**src/hw/rtl/jos_pkg.sv**
```systemverilog
// shared constants, types and state codes of the josephus survivor block
package jos_pkg;

  localparam int MAX_PEOPLE = 1024;
  localparam int IDX_W      = $clog2(MAX_PEOPLE);
  localparam int PEOPLE_W   = 11;
  localparam int STEP_W     = 16;
  localparam int ITER_W     = $clog2(STEP_W);

  typedef enum logic [3:0] {
    ST_IDLE,
    ST_BUILD,
    ST_CHECK,
    ST_DIV,
    ST_WALK_RD,
    ST_WALK_WAIT,
    ST_UNLINK_RD,
    ST_UNLINK_WR,
    ST_FINISH
  } jos_state_t;

  typedef struct packed {
    logic                done;
    logic [PEOPLE_W-1:0] value;
  } rem_res_t;

endpackage

```
**src/hw/rtl/jos_rem_unit.sv**
```systemverilog
// bit-serial remainder unit: one quotient bit per cycle
module jos_rem_unit import jos_pkg::*; (
  input  logic                clk,
  input  logic                rst,
  input  logic                start,
  input  logic [STEP_W-1:0]   dividend,
  input  logic [PEOPLE_W-1:0] divisor,
  output rem_res_t            res
);

  logic                busy;
  logic                done;
  logic [ITER_W-1:0]   iter;
  logic [STEP_W-1:0]   shreg;
  logic [PEOPLE_W-1:0] part;
  logic [PEOPLE_W-1:0] dvs;
  logic [PEOPLE_W:0]   trial;
  logic [PEOPLE_W:0]   diff;

  assign trial = {part, shreg[STEP_W-1]};
  assign diff  = trial - {1'b0, dvs};

  always_ff @(posedge clk) begin
    if (rst) begin
      busy <= 1'b0;
      done <= 1'b0;
      iter <= '0;
    end else begin
      done <= 1'b0;
      if (start) begin
        busy <= 1'b1;
        iter <= '0;
      end else if (busy) begin
        iter <= iter + ITER_W'(1);
        if (iter == ITER_W'(STEP_W - 1)) begin
          busy <= 1'b0;
          done <= 1'b1;
        end
      end
    end
  end

  always_ff @(posedge clk) begin
    if (start) begin
      shreg <= dividend;
      part  <= '0;
      dvs   <= divisor;
    end else if (busy) begin
      shreg <= {shreg[STEP_W-2:0], 1'b0};
      if (trial >= {1'b0, dvs}) begin
        part <= diff[PEOPLE_W-1:0];
      end else begin
        part <= trial[PEOPLE_W-1:0];
      end
    end
  end

  assign res.done  = done;
  assign res.value = part;

endmodule

```
**config.mk**
```make
export PLATFORM = sky130hd
export DESIGN_NAME = jos_rem_unit
export DESIGN_NICKNAME = d
export VERILOG_FILES = /design/src/hw/rtl/jos_pkg.sv /design/src/hw/rtl/jos_rem_unit.sv
export SDC_FILE = /design/constraint.sdc
export NUM_CORES = 1
export LEC_CHECK = 0
export BUFFER_PORTS_ARGS = -buffer_cell sky130_fd_sc_hd__buf_4
export CAP_MARGIN = 10
export CELL_PAD_IN_SITES_DETAIL_PLACEMENT = 0
export CELL_PAD_IN_SITES_GLOBAL_PLACEMENT = 1
export CORE_ASPECT_RATIO = 1.25
export CORE_MARGIN = 3
export CORE_UTILIZATION = 47
export DETAILED_ROUTE_END_ITERATION = 10
export PLACE_DENSITY_LB_ADDON = 0.1
export SLEW_MARGIN = 20
export SYNTH_ARGS = -nofsm -noshare
export SYNTH_HDL_FRONTEND = slang
export SYNTH_SLANG_ARGS = --single-unit
```
**constraint.sdc**
```tcl
create_clock -name clk -period 4.1 [get_ports clk]
set_clock_uncertainty 0.1 [all_clocks]
set_input_delay 0.205 -clock clk [delete_from_list [all_inputs] [get_ports clk]]
set_output_delay 0.205 -clock clk [all_outputs]
set_load 0.02 [all_outputs]
```
==> out/metrics.cfg <==
[outcome]
status = complete, no violations

[worst_setup_path]
crit_arrival_ps = 2810
cp_max_fo = 8
critical_path_required_ps = 4210
crit_type = register to register
end_kind = register
worstSetupStartpointType = register
reg2regPathDepth = 9
cp_slowest_stage_delay_ps = 420
cp_slowest_cell = fa_1
crit_chain = ha_1, fa_1, nor2b_1, o22a_1, o2111a_2, a211oi_2, buf_4, or3b_1, a311oi_1

[synth]
ys.flop_type = edfxtp_1
yosysWarnings = 0
yosysSeqAreaShare_pct = 49.1
synth_area_mm2 = 0.00234
synthesis.nets = 254
synth_cells = 211
synth_edf_count = 27
synth_seq_cells = 44
syn-mean-instance-area_um2 = 11.1
synth_cell_types = 55
async_flop_share_pct = 0

[hold_path]
whs_path_depth = 2
hp-class = input port to register

[power_and_ir_drop]
seqPwrFrac_pct = 44.5
netSwitchingPower_mw = 0.319
p_per_area_mw_per_mm2 = 411
swShare_pct = 26.4
clockPowerShare_pct = 32.8
peakVddDrop_mv = 0.222
intPower_mw = 0.889
comb_power_share_pct = 22.7
leakagePower_nw = 1.24

[drt]
drt-total-wl_um = 4680
drt_first_pass_iters = 4
num_vias = 1734
ant_nets = 0
routedWlPerCell_um = 14.4
drt_iter0_markers = 90
route.detailed.drc = 0
viasPerCell = 5.35

[die]
initial_utilization_pct = 49.2
dieWidth_um = 69.2
die_y_um = 85.0
core_mm2 = 0.00476
placement_rows = 28
dieArea_mm2 = 0.00588
io_pins = 42

[final_layout]
multiInputGateArea_mm2 = 0.00109
diodes = 0
seqCellArea_mm2 = 0.00115
nets = 306
layout-drive-gt1-share_pct = 29.2
fin_cells = 324
area_growth_pct = 25.5
nFillCells = 433

[run]
cap_violations = 0

[timing]
fin_crit_ps = 2700
tightestPinTransition_ps = 957
post-route-period-util_pct = 65.9
fmax_ghz = 0.370
hold_viol_final = 0
hold_ws_ps = 91.8
max-slew-margin-rel_pct = 36.1
drv_slew = 0
setup_tns_ps = 0
finalSetupViolations = 0
setup_ws_ps = 1400
rsz0062_at_grt = no

[clocking]
cts_resized = 0
numCtsBuffers = 5
clock_latency_ps = 300
root_buffer = clkbuf_8
postCtsHoldBufs = 12
path_clk_slew_ps = 80
cts_setup_buffers = 0
cts_tree = yes
clockBufferDepth = 2
htree_levels = 2
cts.sinks = 44

[global_routing]
grt_use_total_pct = 17.7
grt_max_degree = 42
grt_pass1_vias = 1787
antenna_found_initial = 0
grt_overflow = 0
grt_pass1_wl_um = 8450

[placement]
place.gp.congestion = 0.772
place_inst = 304
port-buffer-count = 41
detailed_place_hpwl_um = 3300
dp_slack_ps = 1420

-- metrics by stage --
step | power [mW] | utilization, % | cell area (um^2)
2_1_floorplan | 0.732 | - | 2340
3_3_place_gp | 0.812 | 56.5 | 2690
3_5_place_dp | 0.814 | 56.5 | 2690
4_1_cts | 1.22 | 61.8 | 2940
5_1_grt | 1.28 | 61.8 | 2940
6_report | 1.21 | 61.8 | 2940
-- layout by cell type, fill, tap and decap left out, types with 2 or more instances in the layout --
master,instances
ha_1,12
a31oi_1,2
nor4_1,2
nand2_1,16
buf_4,42
mux2i_1,4
clkbuf_8,5
a211oi_1,2
mux2_2,16
and4_1,2
xor2_1,3
a21o_1,3
o21bai_1,2
dlygate4sd3_1,12
edfxtp_1,27
nor2_1,16
nor2b_1,3
o21ai_0,6
bufinv_16,2
dfxtp_1,17
nor3_1,4
or3b_1,2
a311oi_1,7
nand3_1,3
xnor2_1,3
inv_1,16
a21oi_1,4
or2_2,3
-- final timing paths --
path               start  endpoint  slack, ps
max               dvs[0]   part[6]       1400
min          dividend[0]  shreg[0]         90
max reg2reg       dvs[0]   part[6]       1400
min reg2reg      iter[3]      done        370
-- cell usage after synthesis, drive strengths merged (4+ instances only) --
| master | n | area (um^2) |
|---|---|---|
| edfxtp | 27 | 811 |
| dfxtp | 17 | 340 |
| nand2 | 17 | 66.3 |
| inv | 16 | 60.1 |
| mux2 | 16 | 180 |
| nor2 | 16 | 60.1 |
| ha | 12 | 150 |
| a311oi | 8 | 76.3 |
| clkbuf | 6 | 22.5 |
| o21ai | 6 | 30.0 |
| a21o | 4 | 31.3 |
| a21oi | 4 | 20.0 |
| mux2i | 4 | 40.0 |
| nor3 | 4 | 20.0 |
| or2 | 4 | 25.0 |
-- flip-flops by register name, indices dropped and copies added, names as in the netlist --
name   cells
busy       1
dvs       11
iter       4
done       1
part      11
shreg     16
-- power by group through the flow --
stage          logic [mW]  registers, mW  clock network (mW)
2_1_floorplan       0.183          0.549                   0
3_3_place_gp        0.264          0.548                   0
3_5_place_dp        0.266          0.548                   0
4_1_cts             0.277          0.538               0.410
5_1_grt             0.308          0.544               0.425
6_report            0.275          0.537               0.396
-- cell families (layout without fill, tap and decap cells) --
kind of cell | count (synthesis) | in the layout | synth area share [%]
AOI/OAI and AO/OA | 42 | 42 | 13.8
and+or+nand+nor | 61 | 61 | 13.7
buffers and inverters | 25 | 78 | 4.48
DFF | 44 | 44 | 49.1
adders and majority gates | 13 | 13 | 7.26
xor gates and xnor gates | 6 | 6 | 2.24
muxes | 20 | 20 | 9.39
-- routing by layer --
metal,global-route usage [%],vias to the layer above,wire length [um]
met3,3.91,7,173
met2,30.5,32,2390
li1,-,876,-
met4,5.68,0,67
met5,0,-,0
met1,22.0,819,2050
-- worst max-delay path: cells and delay by family, from the launching register on --
| kind | cells | cell delay [ps] |
|---|---|---|
| AO/OA/AOI/OAI | 4 | 770 |
| adder cells (fa/ha/maj) | 2 | 640 |
| buffers and inverters | 1 | 190 |
| flip-flops | 1 | 380 |
| AND/OR/NAND/NOR | 2 | 530 |
-- cell type report --
cell class,count,area share [%]
repair buffers,54,14.8
flip-flops and latches,44,39.1
clock buffers,6,2.47
multi-input cells,142,37.0
clock inverters,2,2.04
well taps,60,2.55
inverters,16,2.04
Power figures use the tool's default switching activity.
